### config.mk
export PLATFORM = sky130hd
export DESIGN_NAME = led_frame_packet_parser_flat
export DESIGN_NICKNAME = d
export VERILOG_FILES = /design/src/rtl/lfpp_pkg.sv /design/src/rtl/lfpp_req_if.sv /design/src/rtl/lfpp_rsp_if.sv /design/src/rtl/lfpp_ctrl.sv /design/src/rtl/lfpp_datapath.sv /design/src/rtl/led_frame_packet_parser.sv /design/src/flat_wrapper.sv
export SDC_FILE = /design/constraint.sdc
export NUM_CORES = 1
export LEC_CHECK = 0
export BUFFER_PORTS_ARGS = -buffer_cell sky130_fd_sc_hd__buf_2
export CORE_UTILIZATION = 59
export DETAILED_ROUTE_END_ITERATION = 8
export GPL_TIMING_DRIVEN = 0
export PLACE_DENSITY = 0.77
export RECOVER_POWER = 100
export SYNTH_ARGS = -nofsm -noshare
export SYNTH_HDL_FRONTEND = slang
export SYNTH_SLANG_ARGS = --single-unit
### constraint.sdc
create_clock -name clock -period 4.3 [get_ports clock]
set_input_delay 0.645 -clock clock [delete_from_list [all_inputs] [get_ports clock]]
set_output_delay 0.645 -clock clock [all_outputs]
set_load 0.02 [all_outputs]
### src/rtl/lfpp_pkg.sv
// ----------------------------------------------------------------------------
// lfpp_pkg
// Shared constants and controller/datapath handshake types for the LED frame
// packet parser.
// ----------------------------------------------------------------------------
package lfpp_pkg;

   // header layout
   localparam logic [7:0] MAGIC_0     = 8'h4C;  // 'L'
   localparam logic [7:0] MAGIC_1     = 8'h45;  // 'E'
   localparam logic [7:0] MAGIC_2     = 8'h44;  // 'D'
   localparam logic [7:0] VERSION_ONE = 8'h01;
   localparam int         HDR_LEN     = 5;
   localparam int         MIN_LEN     = 6;

   localparam int CHAN_IDX_W  = 4;
   localparam int BYTE_W      = 8;
   localparam int PKT_TOTAL_W = 32;

   // controller to datapath
   typedef struct packed {
      logic recv;   // byte channel open
      logic eval;   // decide frame form, restart channel counter
      logic read;   // fetch the current channel from the head store
      logic load;   // move fetched channel into the result register
   } cmd_type;

   // datapath to controller
   typedef struct packed {
      logic last_taken;  // final byte of a packet transferred
      logic chan_last;   // channel counter at the final channel
      logic slot_free;   // result register can take a new item
   } status_type;

endpackage

### src/rtl/lfpp_req_if.sv
// ----------------------------------------------------------------------------
// lfpp_req_if
// Packet byte channel: valid/ready handshake with one byte and an end flag.
// ----------------------------------------------------------------------------
interface lfpp_req_if;
   logic       valid;
   logic       ready;
   logic [7:0] byte_value;
   logic       last_byte;

   modport source (output valid, output byte_value, output last_byte, input ready);
   modport sink   (input valid, input byte_value, input last_byte, output ready);
endinterface

### src/rtl/lfpp_rsp_if.sv
// ----------------------------------------------------------------------------
// lfpp_rsp_if
// Channel result channel: valid/ready handshake with one brightness value.
// ----------------------------------------------------------------------------
interface lfpp_rsp_if;
   logic        valid;
   logic        ready;
   logic [3:0]  channel_index;
   logic [7:0]  channel_value;
   logic        frame_parsed;
   logic        frame_last;
   logic [31:0] packet_total;

   modport source (output valid, output channel_index, output channel_value,
                   output frame_parsed, output frame_last, output packet_total,
                   input ready);
   modport sink   (input valid, input channel_index, input channel_value,
                   input frame_parsed, input frame_last, input packet_total,
                   output ready);
endinterface

### src/rtl/lfpp_ctrl.sv
// ----------------------------------------------------------------------------
// lfpp_ctrl
// Sequencer: receives a packet, decides the frame form, then walks the
// channels one by one through the head store read and the result register.
// ----------------------------------------------------------------------------
module lfpp_ctrl (
   input  logic                clock,
   input  logic                reset,
   input  lfpp_pkg::status_type status,
   output lfpp_pkg::cmd_type    cmd
);
   import lfpp_pkg::*;

   localparam logic [1:0] ST_RECV = 2'd0;
   localparam logic [1:0] ST_EVAL = 2'd1;
   localparam logic [1:0] ST_READ = 2'd2;
   localparam logic [1:0] ST_LOAD = 2'd3;

   logic [1:0] state_ff;
   logic [1:0] state_in;

   always_comb begin
      state_in = state_ff;
      cmd      = '0;
      unique case (state_ff)
         ST_RECV: begin
            cmd.recv = 1'b1;
            if (status.last_taken) begin
               state_in = ST_EVAL;
            end
         end
         ST_EVAL: begin
            cmd.eval = 1'b1;
            state_in = ST_READ;
         end
         ST_READ: begin
            cmd.read = 1'b1;
            state_in = ST_LOAD;
         end
         ST_LOAD: begin
            if (status.slot_free) begin
               cmd.load = 1'b1;
               state_in = status.chan_last ? ST_RECV : ST_READ;
            end
         end
         default: begin
            state_in = ST_RECV;
         end
      endcase
   end

   always_ff @(posedge clock) begin
      if (reset) begin
         state_ff <= ST_RECV;
      end else begin
         state_ff <= state_in;
      end
   end

endmodule

### src/rtl/lfpp_datapath.sv
// ----------------------------------------------------------------------------
// lfpp_datapath
// Head byte store, byte and packet counters, header check and the result
// register that drives the channel output.
// ----------------------------------------------------------------------------
module lfpp_datapath #(
   parameter int CHANNELS   = 16,
   parameter int MAX_PACKET = 512
) (
   input  logic                 clock,
   input  logic                 reset,
   lfpp_req_if.sink             req_chan,
   lfpp_rsp_if.source           rsp_chan,
   input  lfpp_pkg::cmd_type    cmd,
   output lfpp_pkg::status_type status
);
   import lfpp_pkg::*;

   localparam int HEAD_DEPTH = CHANNELS + HDR_LEN;
   localparam int AW         = $clog2(HEAD_DEPTH);
   localparam int LW         = $clog2(MAX_PACKET + 1);
   localparam int CIW        = (CHANNELS > 1) ? $clog2(CHANNELS) : 1;
   localparam int CMPW       = (LW > 9) ? LW : 9;

   logic [LW-1:0]  count_ff;
   logic [LW-1:0]  len_ff;
   logic [7:0]     hdr_ff [HDR_LEN];
   logic [7:0]     mem [HEAD_DEPTH];
   logic [31:0]    packets_ff;
   logic           parsed_ff;
   logic [7:0]     cnt_ff;
   logic [CIW-1:0] chan_ff;
   logic [7:0]     rd_data_ff;
   logic           rd_ok_ff;
   logic           rsp_valid_ff;
   logic [3:0]     rsp_index_ff;
   logic [7:0]     rsp_value_ff;
   logic           rsp_parsed_ff;
   logic           rsp_last_ff;
   logic [31:0]    rsp_total_ff;

   logic           take;
   logic           below_max;
   logic [LW-1:0]  count_inc;
   logic           parsed_in;
   logic [AW-1:0]  rd_addr;
   logic           rd_ok;
   logic           chan_last;
   logic           rsp_xfer;

   assign req_chan.ready = cmd.recv;
   assign take           = req_chan.valid & cmd.recv;
   assign below_max      = (count_ff < LW'(MAX_PACKET));
   assign count_inc      = below_max ? count_ff + 1'b1 : count_ff;
   assign chan_last      = (chan_ff == CIW'(CHANNELS - 1));
   assign rsp_xfer       = rsp_valid_ff & rsp_chan.ready;

   assign status.last_taken = take & req_chan.last_byte;
   assign status.chan_last  = chan_last;
   assign status.slot_free  = ~rsp_valid_ff | rsp_chan.ready;

   // header form check on the stored packet
   always_comb begin
      parsed_in = (CMPW'(len_ff) >= CMPW'(MIN_LEN))
                & (hdr_ff[0] == MAGIC_0)
                & (hdr_ff[1] == MAGIC_1)
                & (hdr_ff[2] == MAGIC_2)
                & (hdr_ff[3] == VERSION_ONE)
                & (hdr_ff[4] != 8'd0)
                & (CMPW'(len_ff) >= CMPW'(hdr_ff[4]) + CMPW'(HDR_LEN));
   end

   // parsed form skips the header, raw form reads from the start
   always_comb begin
      if (parsed_ff) begin
         rd_addr = AW'(chan_ff) + AW'(HDR_LEN);
         rd_ok   = (CMPW'(chan_ff) < CMPW'(cnt_ff));
      end else begin
         rd_addr = AW'(chan_ff);
         rd_ok   = (CMPW'(chan_ff) < CMPW'(len_ff));
      end
   end

   // byte counting and header capture
   always_ff @(posedge clock) begin
      if (reset) begin
         count_ff   <= '0;
         packets_ff <= '0;
      end else if (take) begin
         count_ff <= req_chan.last_byte ? '0 : count_inc;
         if (req_chan.last_byte) begin
            packets_ff <= packets_ff + 32'd1;
         end
      end
   end

   always_ff @(posedge clock) begin
      if (take) begin
         if (req_chan.last_byte) begin
            len_ff <= count_inc;
         end
         if (count_ff < LW'(HDR_LEN)) begin
            hdr_ff[count_ff[2:0]] <= req_chan.byte_value;
         end
      end
   end

   // head byte store
   always_ff @(posedge clock) begin
      if (take && (CMPW'(count_ff) < CMPW'(HEAD_DEPTH))) begin
         mem[AW'(count_ff)] <= req_chan.byte_value;
      end
   end

   always_ff @(posedge clock) begin
      if (cmd.read) begin
         rd_data_ff <= mem[rd_addr];
         rd_ok_ff   <= rd_ok;
      end
   end

   // frame decision and channel walk
   always_ff @(posedge clock) begin
      if (cmd.eval) begin
         parsed_ff <= parsed_in;
         cnt_ff    <= hdr_ff[4];
      end
   end

   always_ff @(posedge clock) begin
      if (reset) begin
         chan_ff <= '0;
      end else if (cmd.eval) begin
         chan_ff <= '0;
      end else if (cmd.load && !chan_last) begin
         chan_ff <= chan_ff + 1'b1;
      end
   end

   // result register
   always_ff @(posedge clock) begin
      if (reset) begin
         rsp_valid_ff <= 1'b0;
      end else if (cmd.load) begin
         rsp_valid_ff <= 1'b1;
      end else if (rsp_xfer) begin
         rsp_valid_ff <= 1'b0;
      end
   end

   always_ff @(posedge clock) begin
      if (cmd.load) begin
         rsp_index_ff  <= CHAN_IDX_W'(chan_ff);
         rsp_value_ff  <= rd_ok_ff ? rd_data_ff : 8'd0;
         rsp_parsed_ff <= parsed_ff;
         rsp_last_ff   <= chan_last;
         rsp_total_ff  <= packets_ff;
      end
   end

   assign rsp_chan.valid         = rsp_valid_ff;
   assign rsp_chan.channel_index = rsp_index_ff;
   assign rsp_chan.channel_value = rsp_value_ff;
   assign rsp_chan.frame_parsed  = rsp_parsed_ff;
   assign rsp_chan.frame_last    = rsp_last_ff;
   assign rsp_chan.packet_total  = rsp_total_ff;

endmodule

### src/rtl/led_frame_packet_parser.sv
// Packet bytes are taken one per cycle while a packet streams in.
// After the final byte the input stalls for the readout: a decision step,
// then per channel a head store read and a result register load, the load
// waiting while the result register holds an untaken result. Reset clears
// the byte and packet counters and the sequencer; the head byte store is not
// cleared.
// ----------------------------------------------------------------------------
// led_frame_packet_parser
// Collects a packet's head bytes and emits one brightness result per channel,
// in header form or as a raw frame.
// ----------------------------------------------------------------------------
module led_frame_packet_parser #(
   parameter int CHANNELS   = 16,
   parameter int MAX_PACKET = 512
) (
   input  logic        clock,
   input  logic        reset,
   lfpp_req_if.sink    req_chan,
   lfpp_rsp_if.source  rsp_chan
);
   import lfpp_pkg::*;

   cmd_type    cmd;
   status_type status;

   lfpp_ctrl u_ctrl (
      .clock  (clock),
      .reset  (reset),
      .status (status),
      .cmd    (cmd)
   );

   lfpp_datapath #(
      .CHANNELS   (CHANNELS),
      .MAX_PACKET (MAX_PACKET)
   ) u_datapath (
      .clock    (clock),
      .reset    (reset),
      .req_chan (req_chan),
      .rsp_chan (rsp_chan),
      .cmd      (cmd),
      .status   (status)
   );

endmodule
### src/flat_wrapper.sv
// flat-port wrapper written by rule: the top's interface ports become plain ports
module led_frame_packet_parser_flat import lfpp_pkg::*;
#(
   parameter int CHANNELS   = 16,
   parameter int MAX_PACKET = 512
)
  (clock, reset, req_chan_valid, req_chan_byte_value, req_chan_last_byte, req_chan_ready, rsp_chan_valid, rsp_chan_channel_index, rsp_chan_channel_value, rsp_chan_frame_parsed, rsp_chan_frame_last, rsp_chan_packet_total, rsp_chan_ready);
  lfpp_req_if req_chan_i ();
  lfpp_rsp_if rsp_chan_i ();
  input  logic clock;
  input  logic reset;
  input wire logic [$bits(req_chan_i.valid)-1:0] req_chan_valid;
  input wire logic [$bits(req_chan_i.byte_value)-1:0] req_chan_byte_value;
  input wire logic [$bits(req_chan_i.last_byte)-1:0] req_chan_last_byte;
  output wire logic [$bits(req_chan_i.ready)-1:0] req_chan_ready;
  output wire logic [$bits(rsp_chan_i.valid)-1:0] rsp_chan_valid;
  output wire logic [$bits(rsp_chan_i.channel_index)-1:0] rsp_chan_channel_index;
  output wire logic [$bits(rsp_chan_i.channel_value)-1:0] rsp_chan_channel_value;
  output wire logic [$bits(rsp_chan_i.frame_parsed)-1:0] rsp_chan_frame_parsed;
  output wire logic [$bits(rsp_chan_i.frame_last)-1:0] rsp_chan_frame_last;
  output wire logic [$bits(rsp_chan_i.packet_total)-1:0] rsp_chan_packet_total;
  input wire logic [$bits(rsp_chan_i.ready)-1:0] rsp_chan_ready;
  assign req_chan_i.valid = req_chan_valid;
  assign req_chan_i.byte_value = req_chan_byte_value;
  assign req_chan_i.last_byte = req_chan_last_byte;
  assign req_chan_ready = req_chan_i.ready;
  assign rsp_chan_valid = rsp_chan_i.valid;
  assign rsp_chan_channel_index = rsp_chan_i.channel_index;
  assign rsp_chan_channel_value = rsp_chan_i.channel_value;
  assign rsp_chan_frame_parsed = rsp_chan_i.frame_parsed;
  assign rsp_chan_frame_last = rsp_chan_i.frame_last;
  assign rsp_chan_packet_total = rsp_chan_i.packet_total;
  assign rsp_chan_i.ready = rsp_chan_ready;
  led_frame_packet_parser #(.CHANNELS(CHANNELS), .MAX_PACKET(MAX_PACKET)) u_core (.clock(clock), .reset(reset), .req_chan(req_chan_i), .rsp_chan(rsp_chan_i));
endmodule
==> load_flow_metrics.sql, run 1 <==
INSERT INTO impl_metrics (metric_group, metric, value, unit) VALUES
('route', 'totalWireLength', '26200', 'µm'),
('setup_path', 'cp_num_buf_inv', '1', ''),
('floorplanning', 'die_x', '151', 'µm'),
('setup_path', 'cpLargestDelayFamily', 'multiplexers', ''),
('cts', 'cts-hold-fix-buffers', '0', ''),
('cts', 'cts_sinks', '331', ''),
('timing', 'final.period_utilization', '0.829', ''),
('setup_path', 'crit-reg2reg-launch', 'u_core.u_datapath.chan_ff[0]', ''),
('setup_path', 'slack_of_the_worst_reg_to_reg_path', '0.74', 'ns'),
('synthesis', 'post_synthesis_sequential_area_ratio', '0.723', ''),
('pwr', 'p_sw', '1340', 'µW'),
('timing', 'maxSlewViolCount', '68', ''),
('pwr', 'power.switching_fraction', '0.203', ''),
('synthesis', 'synth.distinct_cells', '52', ''),
('cts', 'cts-resized-gates', '0', ''),
('route', 'detail-route-antenna-nets', '0', ''),
('route', 'vias', '7391', ''),
('cells_and_area', 'most_common_cell_after_layout_fill_and_taps_aside', 'sky130_fd_sc_hd__edfxtp_1', ''),
('global_route', 'grt_antenna_before_repair', '0', ''),
('global_route', 'grt_pass1_vias', '7108', ''),
('global_route', 'grt_first_pass_wirelength', '40400', 'µm'),
('hold_path', 'timing.hold.worst.class', 'in -> reg', ''),
('setup_path', 'max_stage_delay', '0.91', 'ns'),
('route', 'ratio_of_routed_vias_to_standard_cells', '6.07', ''),
('setup_path', 'timing.reg2reg.worst_path_depth', '6', ''),
('cts', 'path_clk_slew', '0.06', 'ns'),
('floorplanning', 'y_dimension_of_the_die', '151', 'µm'),
('setup_path', 'r2r_end', 'u_core.u_datapath.rd_data_ff[4]', ''),
('synthesis', 'postSynthRegisterBits', '331', ''),
('run', 'maxCapViolCount', '5', ''),
('timing', 'timing_hold_violations_final', '0', ''),
('setup_path', 'worst_ep_arrival_time', '3.78', 'ns'),
('synthesis', 'postSynthNetCount', '856', ''),
('placed_design', 'gp_congestion', '0.816', ''),
('floorplanning', 'io-pin-count', '61', ''),
('placed_design', 'port_buffers', '59', ''),
('synthesis', 'synth-edff-count', '282', ''),
('cts', 'post_cts.repair.setup_buffers', '0', ''),
('cts', 'clock_tree_from_tritoncts', 'done', ''),
('setup_path', 'worstSetupEndpoint', 'u_core.u_datapath.rd_data_ff[4]', ''),
('synthesis', 'asyncSetResetFlopFracSynth', '0', ''),
('pwr', 'p_int', '5280', 'µW'),
('synthesis', 'syn-instance-count', '819', ''),
('cells_and_area', 'most-common-layout-cells', '282 x sky130_fd_sc_hd__edfxtp_1, 82 x sky130_fd_sc_hd__clkbuf_1, 68 x sky130_fd_sc_hd__nor2_1', ''),
('cts', 'cts_root_buffer', 'sky130_fd_sc_hd__clkbuf_16', ''),
('timing', 'clock_skew', '0.0158', 'ns'),
('run_status', 'status', 'finished, violations left', ''),
('cells_and_area', 'flow.area_growth_from_synthesis', '12.5', '%'),
('cells_and_area', 'final_cell_area', '14700', 'µm²'),
('setup_path', 'crit_path_max_fanout', '10', ''),
('synthesis', 'synth.yosys.warnings', '0', ''),
('timing', 'slew-limit-headroom', '-0.365', ''),
('global_route', 'grt_start_max_net_pins', '41', ''),
('synthesis', 'ys.flop_type', 'sky130_fd_sc_hd__edfxtp_1', ''),
('floorplanning', 'placeableCoreArea', '21800', 'µm²'),
('floorplanning', 'die_area', '22800', 'µm²'),
('setup_path', 'critical_path.endpoint_type', 'flip-flop', ''),
('cts', 'htree_num_levels', '2', ''),
('cts', 'cts-root-to-sink-buffers', '3', ''),
('setup_path', 'critPathLaunch', 'u_core.u_datapath.chan_ff[0]', ''),
('setup_path', 'cp-start-kind', 'flip-flop', ''),
('run_status', 'violations_in_the_final_reports', 'max-capacitance violations, max-slew violations', ''),
('synthesis', 'post_synth_instance_area', '13100', 'µm²'),
('route', 'drc', '0', ''),
('global_route', 'globalRouteTotalUtil', '0.241', ''),
('route', 'initial_drt_markers', '653', ''),
('placed_design', 'hpwlAfterDp', '16400', 'µm'),
('global_route', 'grt-ovfl-total', '0', ''),
('route', 'route.detailed.wl_per_inst', '21.5', 'µm'),
('cells_and_area', 'drive_above_1_share', '0.103', ''),
('cells_and_area', 'design.final.nets', '954', '');
[worst min-delay path, stage by stage]
cell and delay (ns):
sky130_fd_sc_hd__buf_2 0.07, sky130_fd_sc_hd__nand2b_1 0.13, sky130_fd_sc_hd__a21oi_1 0.07
[power groups by stage]
stage | sequential (µW) | combinational (µW) | clock, µW
floorplan | 3610 | 150 | 0
global placement | 3610 | 244 | 0
detailed placement | 3610 | 250 | 0
CTS | 3540 | 253 | 2870
global route | 3540 | 267 | 3000
finish | 3540 | 246 | 2830
[layer usage]
layer | vias to the layer above | part of all wire | GRT usage
li1 | 3359 | - | -
met1 | 3665 | 0.41 | 0.329
met2 | 321 | 0.50 | 0.398
met3 | 46 | 0.071 | 0.0419
met4 | 0 | 0.022 | 0.0735
met5 | - | 0 | 0
[final cells by class]
class	count	area [µm²]
Tap cell	280	350
Buffer	26	104
Multi-Input combinational cell	447	3430
Inverter	15	56.3
Clock inverter	16	135
Clock buffer	41	940
Timing Repair Buffer	62	236
Sequential cell	331	9450
Fill cell	1496	7050
[Yosys cell counts, drive strengths merged, types with 2 or more instances]
master	instances	area (µm²)
a21o	3	22.5
o21ai	22	110
or2	2	12.5
ha	24	300
a22oi	13	97.6
and2	13	81.3
or4	3	26.3
o211ai	9	67.6
nor4bb	2	20.0
or3	11	68.8
inv	15	56.3
and3	12	75.1
nor3	5	25.0
nor2b	22	138
nor4	14	87.6
buf	8	45.0
nor2	68	255
o311ai	2	17.5
nand2b	6	37.5
clkbuf	18	67.6
a21oi	35	175
edfxtp	282	8470
xnor2	13	121
nand2	38	143
a211oi	9	67.6
dfxtp	49	981
mux2i	18	180
nand4	10	77.6
xor2	27	236
mux4	34	766
nor4b	5	43.8
nand3	12	70.1
nand3b	2	15.0
and4	2	17.5
[state kept, by name, indices dropped and copies added (netlist names), 8 cells and up]
signal,count
u_core.u_datapath.cnt_ff,8
u_core.u_datapath.count_ff,10
u_core.u_datapath.hdr_ff,40
u_core.u_datapath.len_ff,10
u_core.u_datapath.mem,168
u_core.u_datapath.packets_ff,32
u_core.u_datapath.rd_data_ff,8
u_core.u_datapath.rsp_chan.channel_value,8
u_core.u_datapath.rsp_chan.packet_total,32
[logic make-up (layout without fill, tap and decap cells)]
logic type,after synthesis,after routing,share of synthesized area
buf+inv,41,160,0.0129
mux,53,53,0.0732
flops,331,331,0.723
simple gates,229,229,0.0928
compound gates,101,101,0.0481
fa+ha+maj,24,24,0.0230
xor+xnor,40,40,0.0274
[worst min-delay path by stage]
stage / start / end / slack, ns / cells past startpoint
after floorplan: u_core.u_datapath.packets_ff[31] / u_core.u_datapath.rsp_chan.packet_total[31] / 0.42 / 0
after global placement: u_core.u_datapath.packets_ff[27] / u_core.u_datapath.rsp_chan.packet_total[27] / 0.45 / 0
after detailed placement: u_core.u_datapath.packets_ff[31] / u_core.u_datapath.rsp_chan.packet_total[31] / 0.45 / 0
after CTS: rsp_chan_ready / u_core.u_datapath.rsp_chan.valid / 0.45 / 3
after global routing: rsp_chan_ready / u_core.u_datapath.rsp_chan.valid / 0.48 / 3
final: rsp_chan_ready / u_core.u_datapath.rsp_chan.valid / 0.46 / 3
[metrics by stage]
| step | setup slack (ns) | hold WS (ns) | total power (µW) | instances |
|---|---|---|---|---|
| 2_1_floorplan | 1.24 | 0.417 | 3760 | 819 |
| 3_3_place_gp | 0.671 | 0.448 | 3850 | 1158 |
| 3_5_place_dp | 0.708 | 0.448 | 3860 | 1161 |
| 4_1_cts | 0.749 | 0.449 | 6660 | 1218 |
| 5_1_grt | 0.577 | 0.475 | 6810 | 1218 |
| 6_report | 0.736 | 0.461 | 6620 | 1218 |
Power figures use the tool's default switching activity.
==> run 2, diff against run 1 <==
--- a/config.mk
+++ b/config.mk
@@ -6,10 +6,10 @@
 export NUM_CORES = 1
 export LEC_CHECK = 0
 export BUFFER_PORTS_ARGS = -buffer_cell sky130_fd_sc_hd__buf_2
-export CORE_UTILIZATION = 59
+export CORE_UTILIZATION = 55
 export DETAILED_ROUTE_END_ITERATION = 8
 export GPL_TIMING_DRIVEN = 0
-export PLACE_DENSITY = 0.77
+export PLACE_DENSITY = 0.75
 export RECOVER_POWER = 100
 export SYNTH_ARGS = -nofsm -noshare
 export SYNTH_HDL_FRONTEND = slang
==> constraint.sdc (replaced) <==
create_clock -name clock -period 2.9 [get_ports clock]
set_input_delay 0.435 -clock clock [delete_from_list [all_inputs] [get_ports clock]]
set_output_delay 0.435 -clock clock [all_outputs]
set_load 0.02 [all_outputs]
==> run 2 against run 1 <==
Compared with the run above: the flow now finishes without violations; setup slack got worse by 0.66 ns; global-route usage down 2.2 points; clock skew increased by 0.0090 ns; critical path depth is the same; hold slack worse by 0.20 ns; via count shrank 1.1%; largest cell class unchanged; highest routed layer unchanged.
==> load_flow_metrics.sql, run 2 (synthesized netlist as in run 1, its figures left out) <==
INSERT INTO impl_metrics (metric_group, metric, value, unit) VALUES
('run', 'maxCapViolCount', '0', ''),
('timing', 'final.min_clock_period', '2.82', 'ns'),
('timing', 'post-route-worst-setup-slack', '0.0771', 'ns'),
('setup_path', 'cpLargestDelayFamily', 'multiplexers', ''),
('cts', 'cts_root_buffer', 'sky130_fd_sc_hd__clkbuf_16', ''),
('setup_path', 'worst_path_slowest_cell', 'sky130_fd_sc_hd__mux2i_1', ''),
('cells_and_area', 'diodes', '0', ''),
('route', 'drc', '0', ''),
('cts', 'clock_tree_from_tritoncts', 'done', ''),
('setup_path', 'critical_path.endpoint_type', 'flip-flop', ''),
('pwr', 'p_per_area', '683', 'nW/µm²'),
('timing', 'timing_hold_violations_final', '0', ''),
('placed_design', 'dp_worst_setup_slack', '-0.734', 'ns'),
('pwr', 'pwr-share-clk', '0.452', ''),
('cells_and_area', 'flow.area_growth_from_synthesis', '15.1', '%'),
('setup_path', 'cp_num_buf_inv', '0', ''),
('global_route', 'globalRouteMet1Util', '0.293', ''),
('global_route', 'globalRouteTotalUtil', '0.219', ''),
('global_route', 'grt_antenna_before_repair', '0', ''),
('setup_path', 'cp-start-kind', 'flip-flop', ''),
('placed_design', 'hpwlAfterDp', '16800', 'µm'),
('floorplanning', 'y_dimension_of_the_die', '156', 'µm'),
('cells_and_area', 'largest-register', 'u_core.u_datapath.mem', ''),
('pwr', 'power.share.combinational', '0.037', ''),
('cts', 'cts-hold-fix-buffers', '0', ''),
('setup_path', 'worst_ep_arrival_time', '3.16', 'ns'),
('route', 'ratio_of_routed_vias_to_standard_cells', '5.77', ''),
('global_route', 'grt-ovfl-total', '0', ''),
('pwr', 'p_sw', '2030', 'µW'),
('cts', 'clock_latency', '0.52', 'ns'),
('cells_and_area', 'most_common_cell_after_layout_fill_and_taps_aside', 'sky130_fd_sc_hd__edfxtp_1', ''),
('cts', 'path_clk_slew', '0.06', 'ns'),
('timing', 'slew-limit-headroom', '0.0922', ''),
('cts', 'cts_inserted_buffers', '35', ''),
('placed_design', 'numPlacedInstances', '1200', ''),
('global_route', 'grt_start_max_net_pins', '37', ''),
('route', 'detail-route-antenna-nets', '0', ''),
('timing', 'worst_slew_pin_slew', '1.36', 'ns'),
('cells_and_area', 'layout.cells.non_filler', '1267', ''),
('pwr', 'ir_drop', '0.000546', 'V'),
('global_route', 'grt_pass1_vias', '7068', ''),
('timing', 'clock_skew', '0.0248', 'ns'),
('timing', 'clock.fmax', '354', 'MHz'),
('setup_path', 'crit_path_max_fanout', '9', ''),
('route', 'initial_drt_markers', '553', ''),
('pwr', 'seq_power_share', '0.511', ''),
('timing', 'maxSlewViolCount', '0', ''),
('pwr', 'leakage', '0.00501', 'µW'),
('cts', 'htree_num_levels', '2', ''),
('run_status', 'status', 'completed', ''),
('pwr', 'power.switching_fraction', '0.198', ''),
('global_route', 'grt_first_pass_wirelength', '39600', 'µm'),
('cells_and_area', 'flip_flop_count_of_the_largest_register_all_copies_and_words_added', '168', ''),
('floorplanning', 'row_count', '56', ''),
('global_route', 'grt_busiest_layer', 'met2', ''),
('cells_and_area', 'most-common-layout-cells', '282 x sky130_fd_sc_hd__edfxtp_1, 78 x sky130_fd_sc_hd__clkbuf_1, 64 x sky130_fd_sc_hd__nor2_1', ''),
('route', 'route.detailed.wl_per_inst', '20.6', 'µm'),
('cts', 'cts-root-to-sink-buffers', '3', ''),
('timing', 'setup-tns-final', '0', 'ns'),
('floorplanning', 'io-pin-count', '61', ''),
('floorplanning', 'die_area', '24400', 'µm²'),
('floorplanning', 'initial_core_util', '0.559', ''),
('route', 'drt_first_pass_iters', '7', ''),
('timing', 'final.period_utilization', '0.973', ''),
('cells_and_area', 'drive_above_1_share', '0.130', ''),
('setup_path', 'timing.critical_path.cells', 'ha_1 > and2_1 > o21ai_0 > mux2i_1 > a22oi_1 > o211ai_1', ''),
('timing', 'grt_setup_unrepaired', 'true', ''),
('route', 'totalWireLength', '26100', 'µm'),
('global_route', 'gr-usage-met3', '0.0411', ''),
('floorplanning', 'die_x', '156', 'µm'),
('setup_path', 'max_stage_delay', '0.79', 'ns'),
('setup_path', 'worstPathRequired', '3.24', 'ns'),
('global_route', 'grtUsageMet2', '0.361', ''),
('setup_path', 'timing.setup.critical_path_class', 'reg -> reg', ''),
('cts', 'cts_sinks', '331', ''),
('floorplanning', 'placeableCoreArea', '23400', 'µm²'),
('timing', 'setup_violations', '0', ''),
('placed_design', 'port_buffers', '59', ''),
('route', 'vias', '7308', ''),
('hold_path', 'timing.hold.worst.class', 'in -> reg', ''),
('placed_design', 'gp_congestion', '0.845', ''),
('pwr', 'p_int', '8240', 'µW'),
('cells_and_area', 'design.final.nets', '958', '');
==> run 2: cell types whose count changed in the layout (fill, tap and decap cells not counted), moves of 2 or more <==
| cell | previous run | this run |
|---|---|---|
| sky130_fd_sc_hd__nor2_1 | 68 | 64 |
| sky130_fd_sc_hd__clkbuf_4 | 0 | 3 |
| sky130_fd_sc_hd__buf_4 | 0 | 3 |
| sky130_fd_sc_hd__nor2_2 | 0 | 4 |
| sky130_fd_sc_hd__and2_1 | 3 | 8 |
| sky130_fd_sc_hd__and2_0 | 10 | 5 |
| sky130_fd_sc_hd__clkbuf_8 | 2 | 4 |
| sky130_fd_sc_hd__nor4_1 | 14 | 8 |
| sky130_fd_sc_hd__clkbuf_1 | 82 | 78 |
| sky130_fd_sc_hd__bufinv_16 | 2 | 5 |
| sky130_fd_sc_hd__clkinv_2 | 6 | 3 |
| sky130_fd_sc_hd__nor4_2 | 0 | 6 |
| sky130_fd_sc_hd__clkbuf_2 | 0 | 3 |
==> run 2: final timing paths <==
kind	slack [ns]	startpoint	depth (start not counted)	to
max reg2reg	0.08	u_core.u_datapath.chan_ff[0]	6	u_core.u_datapath.rd_data_ff[5]
min reg2reg	0.44	u_core.u_datapath.packets_ff[31]	0	u_core.u_datapath.rsp_chan.packet_total[31]
min	0.26	rsp_chan_ready	3	u_core.u_datapath.rsp_chan.valid
max	0.08	u_core.u_datapath.chan_ff[0]	6	u_core.u_datapath.rd_data_ff[5]
==> run 2: layer usage <==
metal  wire [µm]  up-vias  part of all wire
met5           0        -                 0
met4         722        0             0.028
met3        1670       48             0.064
met2       12500      279              0.48
met1       11200     3602              0.43
li1            -     3379                 -
==> run 2: power by group through the flow <==
stage               Combinational [µW]  Sequential [µW]  Clock (µW)
floorplan                          222             5350           0
global placement                   361             5350           0
detailed placement                 373             5350           0
CTS                                379             5250        4710
global route                       407             5260        4900
finish                             375             5250        4640
==> run 2: area by class of cell <==
class | instances | area [µm²]
Inverter | 15 | 56.3
Clock buffer | 48 | 1010
Timing Repair Buffer | 65 | 279
Sequential cell | 331 | 9450
Clock inverter | 16 | 218
Multi-Input combinational cell | 447 | 3510
Buffer | 26 | 123
Tap cell | 319 | 399
Fill cell | 1694 | 8360
==> run 2: repair_timing <==
item / 4_1_cts / 5_1_grt
resized for setup: 11 / 8
setup buffers: 0 / 3
endpoints found under the setup margin: 24 / 50
==> run 2: stage by stage <==
step | total power, µW | area (µm²) | hold WS (ns) | utilization
floorplan | 5570 | 13100 | 0.417 | -
global placement | 5710 | 13800 | 0.430 | 0.588
detailed placement | 5720 | 13800 | 0.431 | 0.591
CTS | 10300 | 15100 | 0.237 | 0.645
global route | 10600 | 15000 | 0.288 | 0.643
finish | 10300 | 15000 | 0.257 | 0.643
==> run 2: tightest hold or removal path: stages <==
cell and delay [ns]:
sky130_fd_sc_hd__buf_2 0.07, sky130_fd_sc_hd__nand2b_1 0.14, sky130_fd_sc_hd__a21oi_1 0.08
==> run 3, diff against run 2 <==
--- a/config.mk
+++ b/config.mk
@@ -13,4 +13,5 @@
 export RECOVER_POWER = 100
 export SYNTH_ARGS = -nofsm -noshare
 export SYNTH_HDL_FRONTEND = slang
+export SYNTH_HIERARCHICAL = 1
 export SYNTH_SLANG_ARGS = --single-unit
==> run 3 against run 2 <==
Compared with the run above: synthesized cell count rose by 1.8%; maximum frequency rose by 3.8%; clock skew fell by 0.012 ns; global-route usage rose by 0.12 points; clock-buffer cell count rose by 1; sequential cell count did not move; die area barely moved; cell count rose by 0.63%; hold slack got worse by 0.091 ns; critical path type unchanged; largest cell class unchanged.
==> load_flow_metrics.sql, run 3 <==
INSERT INTO impl_metrics (metric_group, metric, value, unit) VALUES
('timing', 'setup-tns-final', '0', 'ns'),
('setup_path', 'critical_path.endpoint_type', 'flip-flop', ''),
('synthesis', 'post_synth_instance_area', '13100', 'µm²'),
('global_route', 'grt_first_pass_wirelength', '39900', 'µm'),
('cells_and_area', 'multiInputGateArea', '3530', 'µm²'),
('placed_design', 'port_buffers', '60', ''),
('floorplanning', 'die_x', '156', 'µm'),
('synthesis', 'synth_xor_area_frac', '0.0327', ''),
('timing', 'final.min_clock_period', '2.72', 'ns'),
('cts', 'cts-root-to-sink-buffers', '3', ''),
('timing', 'maxSlewViolCount', '0', ''),
('synthesis', 'netlist_top_cells_count', '282 x sky130_fd_sc_hd__edfxtp_1, 80 x sky130_fd_sc_hd__nor2_1, 49 x sky130_fd_sc_hd__dfxtp_1', ''),
('run_status', 'status', 'completed', ''),
('global_route', 'grt_pass1_vias', '7039', ''),
('synthesis', 'yosys.area_share.adder', '0.0230', ''),
('pwr', 'power.switching_fraction', '0.205', ''),
('placed_design', 'hpwlAfterDp', '16700', 'µm'),
('cts', 'cts_root_buffer', 'sky130_fd_sc_hd__clkbuf_16', ''),
('global_route', 'grtUsageMet2', '0.358', ''),
('route', 'drc', '0', ''),
('setup_path', 'timing.setup.critical_path_class', 'reg -> reg', ''),
('cells_and_area', 'most-common-layout-cells', '282 x sky130_fd_sc_hd__edfxtp_1, 76 x sky130_fd_sc_hd__clkbuf_1, 59 x sky130_fd_sc_hd__nor2_1', ''),
('synthesis', 'post_synthesis_sequential_area_ratio', '0.722', ''),
('setup_path', 'worst_path_slowest_cell', 'sky130_fd_sc_hd__mux4_2', ''),
('run', 'maxCapViolCount', '0', ''),
('synthesis', 'ys.flop_type', 'sky130_fd_sc_hd__edfxtp_1', ''),
('pwr', 'leakage', '0.00495', 'µW'),
('synthesis', 'synth.top_cell.area_share', '0.647', ''),
('synthesis', 'syn-instance-count', '834', ''),
('synthesis', 'simple_gate_share_of_the_synthesized_area', '0.0955', ''),
('floorplanning', 'row_count', '56', ''),
('synthesis', 'synth.yosys.warnings', '6', ''),
('cells_and_area', 'flow.area_growth_from_synthesis', '14.0', '%'),
('cts', 'htree_num_levels', '2', ''),
('setup_path', 'worstPathRequired', '3.13', 'ns'),
('setup_path', 'worst_ep_arrival_time', '2.95', 'ns'),
('cts', 'clock_latency', '0.51', 'ns'),
('route', 'vias', '7377', ''),
('cts', 'cts_sinks', '331', ''),
('cells_and_area', 'drive_above_1_share', '0.149', ''),
('synthesis', 'ys_top_cells_by_area', 'sky130_fd_sc_hd__edfxtp_1 65%, sky130_fd_sc_hd__dfxtp_1 7.5%, sky130_fd_sc_hd__mux4_2 5.5%', ''),
('pwr', 'ir_drop', '0.000367', 'V'),
('pwr', 'seq_power_share', '0.534', ''),
('route', 'initial_drt_markers', '511', ''),
('pwr', 'p_per_area', '659', 'nW/µm²'),
('timing', 'grt_setup_unrepaired', 'false', ''),
('timing', 'timing_hold_violations_final', '0', ''),
('global_route', 'gr-usage-met3', '0.0440', ''),
('global_route', 'globalRouteTotalUtil', '0.220', ''),
('route', 'route.detailed.wl_per_inst', '20.5', 'µm'),
('cts', 'path_clk_slew', '0.06', 'ns'),
('synthesis', 'synth_top_family_by_area', 'simple AND/OR/NAND/NOR gates', ''),
('global_route', 'globalRouteMet1Util', '0.298', ''),
('route', 'detail-route-antenna-nets', '0', ''),
('cells_and_area', 'largest-register', 'u_core/u_datapath/mem', ''),
('timing', 'setup_violations', '0', ''),
('timing', 'clock_skew', '0.0125', 'ns'),
('floorplanning', 'placeableCoreArea', '23400', 'µm²'),
('timing', 'slew-limit-headroom', '0.0748', ''),
('synthesis', 'postSynthRegisterBits', '331', ''),
('timing', 'worst_slew_pin_slew', '1.39', 'ns'),
('route', 'ratio_of_routed_vias_to_standard_cells', '5.79', ''),
('pwr', 'p_int', '7820', 'µW'),
('floorplanning', 'initial_core_util', '0.559', ''),
('timing', 'final.period_utilization', '0.938', ''),
('synthesis', 'synth_top_cell_by_area', 'sky130_fd_sc_hd__edfxtp_1', ''),
('timing', 'clock.fmax', '368', 'MHz'),
('hold_path', 'timing.hold.worst.class', 'in -> reg', ''),
('pwr', 'p_sw', '2020', 'µW'),
('cells_and_area', 'design.final.nets', '969', ''),
('synthesis', 'postSynthNetCount', '871', ''),
('synthesis', 'syn_avg_cell_area', '15.7', 'µm²'),
('floorplanning', 'y_dimension_of_the_die', '156', 'µm'),
('cells_and_area', 'layout.cells.non_filler', '1275', ''),
('setup_path', 'crit_path_max_fanout', '10', ''),
('cells_and_area', 'fill_cells', '1705', ''),
('cells_and_area', 'layout.area.seq', '9450', 'µm²'),
('global_route', 'grt-ovfl-total', '0', ''),
('synthesis', 'yosysMostFrequentCell', 'sky130_fd_sc_hd__edfxtp_1', ''),
('global_route', 'grt_busiest_layer', 'met2', ''),
('setup_path', 'cp-start-kind', 'flip-flop', ''),
('placed_design', 'gp_congestion', '0.842', ''),
('cells_and_area', 'flip_flop_count_of_the_largest_register_all_copies_and_words_added', '168', ''),
('route', 'drt_first_pass_iters', '5', ''),
('route', 'totalWireLength', '26100', 'µm'),
('cts', 'cts_inserted_buffers', '35', ''),
('synthesis', 'synth.mux.area_fraction', '0.0644', ''),
('setup_path', 'timing.critical_path.cells', 'xnor2_1 > clkbuf_2 > mux4_2 > a22oi_1 > o211ai_1', ''),
('placed_design', 'numPlacedInstances', '1213', ''),
('pwr', 'power.share.combinational', '0.041', ''),
('setup_path', 'max_stage_delay', '0.59', 'ns'),
('cells_and_area', 'most_common_cell_after_layout_fill_and_taps_aside', 'sky130_fd_sc_hd__edfxtp_1', ''),
('synthesis', 'synth.distinct_cells', '53', ''),
('synthesis', 'synth_compound_area_frac', '0.0463', ''),
('floorplanning', 'die_area', '24400', 'µm²'),
('synthesis', 'asyncSetResetFlopFracSynth', '0', ''),
('global_route', 'grt_start_max_net_pins', '52', ''),
('synthesis', 'synth-edff-count', '282', ''),
('global_route', 'grt_antenna_before_repair', '0', ''),
('floorplanning', 'io-pin-count', '61', ''),
('cells_and_area', 'diodes', '0', ''),
('cts', 'clock_tree_from_tritoncts', 'done', ''),
('cts', 'cts-hold-fix-buffers', '0', ''),
('pwr', 'total_power', '9830', 'µW'),
('pwr', 'pwr-share-clk', '0.425', '');
[run 3: changes by cell type after synthesis, moves of 6 or more]
cell | before | now
sky130_fd_sc_hd__a21oi_1 | 35 | 22
sky130_fd_sc_hd__a31oi_1 | 1 | 9
sky130_fd_sc_hd__and2_1 | 13 | 21
sky130_fd_sc_hd__and3_1 | 12 | 6
sky130_fd_sc_hd__mux2i_1 | 18 | 11
sky130_fd_sc_hd__nand2_1 | 38 | 48
sky130_fd_sc_hd__nand3_1 | 10 | 17
sky130_fd_sc_hd__nor2_1 | 68 | 80
sky130_fd_sc_hd__nor2b_1 | 22 | 12
sky130_fd_sc_hd__o21ai_0 | 20 | 11
sky130_fd_sc_hd__or3_1 | 11 | 4
[run 3: worst max-delay path: cells and delay by family (launching register included)]
| family | cells | cell delay [ns] |
|---|---|---|
| muxes | 1 | 0.59 |
| DFF | 1 | 0.50 |
| xor gates and xnor gates | 1 | 0.43 |
| AOI/OAI and AO/OA | 2 | 0.47 |
| buffers and inverters | 1 | 0.45 |
[run 3: worst paths after layout]
kind | startpoint | end | slack (ns) | cells past startpoint
hold / removal | reset | u_core/u_ctrl/state_ff[0] | 0.17 | 2
hold reg to reg | u_core/u_datapath/packets_ff[30] | u_core/u_datapath/rsp_chan.packet_total[30] | 0.46 | 0
setup reg to reg | u_core/u_datapath/parsed_ff | u_core/u_datapath/rd_data_ff[6] | 0.18 | 5
setup / recovery | u_core/u_datapath/parsed_ff | u_core/u_datapath/rd_data_ff[6] | 0.18 | 5
[run 3: per-layer routing]
layer / up-vias / wire length [µm]
met5: - / 0
met4: 0 / 619
met3: 49 / 1640
met2: 281 / 12700
met1: 3669 / 11100
li1: 3378 / -
[run 3: kinds of logic (layout without fill, tap and decap cells)]
group           count (synthesis)  count (layout)
buf+inv                        47             169
xor+xnor                       48              48
simple gates                  249             249
mux                            44              44
flops                         331             331
fa+ha+maj                      24              24
compound gates                 91              91
[run 3: through the flow]
step / hold slack, ns / instance area, µm² / setup slack, ns / utilization
2_1_floorplan: 0.408 / 13100 / 0.0724 / -
3_3_place_gp: 0.422 / 13800 / -1.00 / 0.589
3_5_place_dp: 0.441 / 13800 / -0.468 / 0.589
4_1_cts: 0.149 / 15000 / 0.0370 / 0.639
5_1_grt: 0.156 / 14900 / 0.0760 / 0.637
6_report: 0.166 / 14900 / 0.180 / 0.637
[run 3: layout make-up]
class	count	share of cell area
multi-input cells	456	0.237
clock buffers	49	0.0684
clock inverters	12	0.00445
well taps	319	0.0268
inverters	19	0.00478
plain buffers	28	0.00956
flip-flops and latches	331	0.633
repair buffers	61	0.0159
[run 3: what timing repair did]
item,4_1_cts,5_1_grt
pin swaps,1,0
setup endpoints to repair,205,200
resized for setup,25,33
buffers inserted,1,0
cloned,0,0
hold endpoints to repair,0,0
[run 3: power groups by stage]
stage,Clock [µW],Sequential (µW),Combinational [µW]
detailed placement,0,5350,394
global placement,0,5350,381
CTS,4260,5250,401
finish,4180,5260,398
floorplan,0,5350,238
global route,4440,5260,433
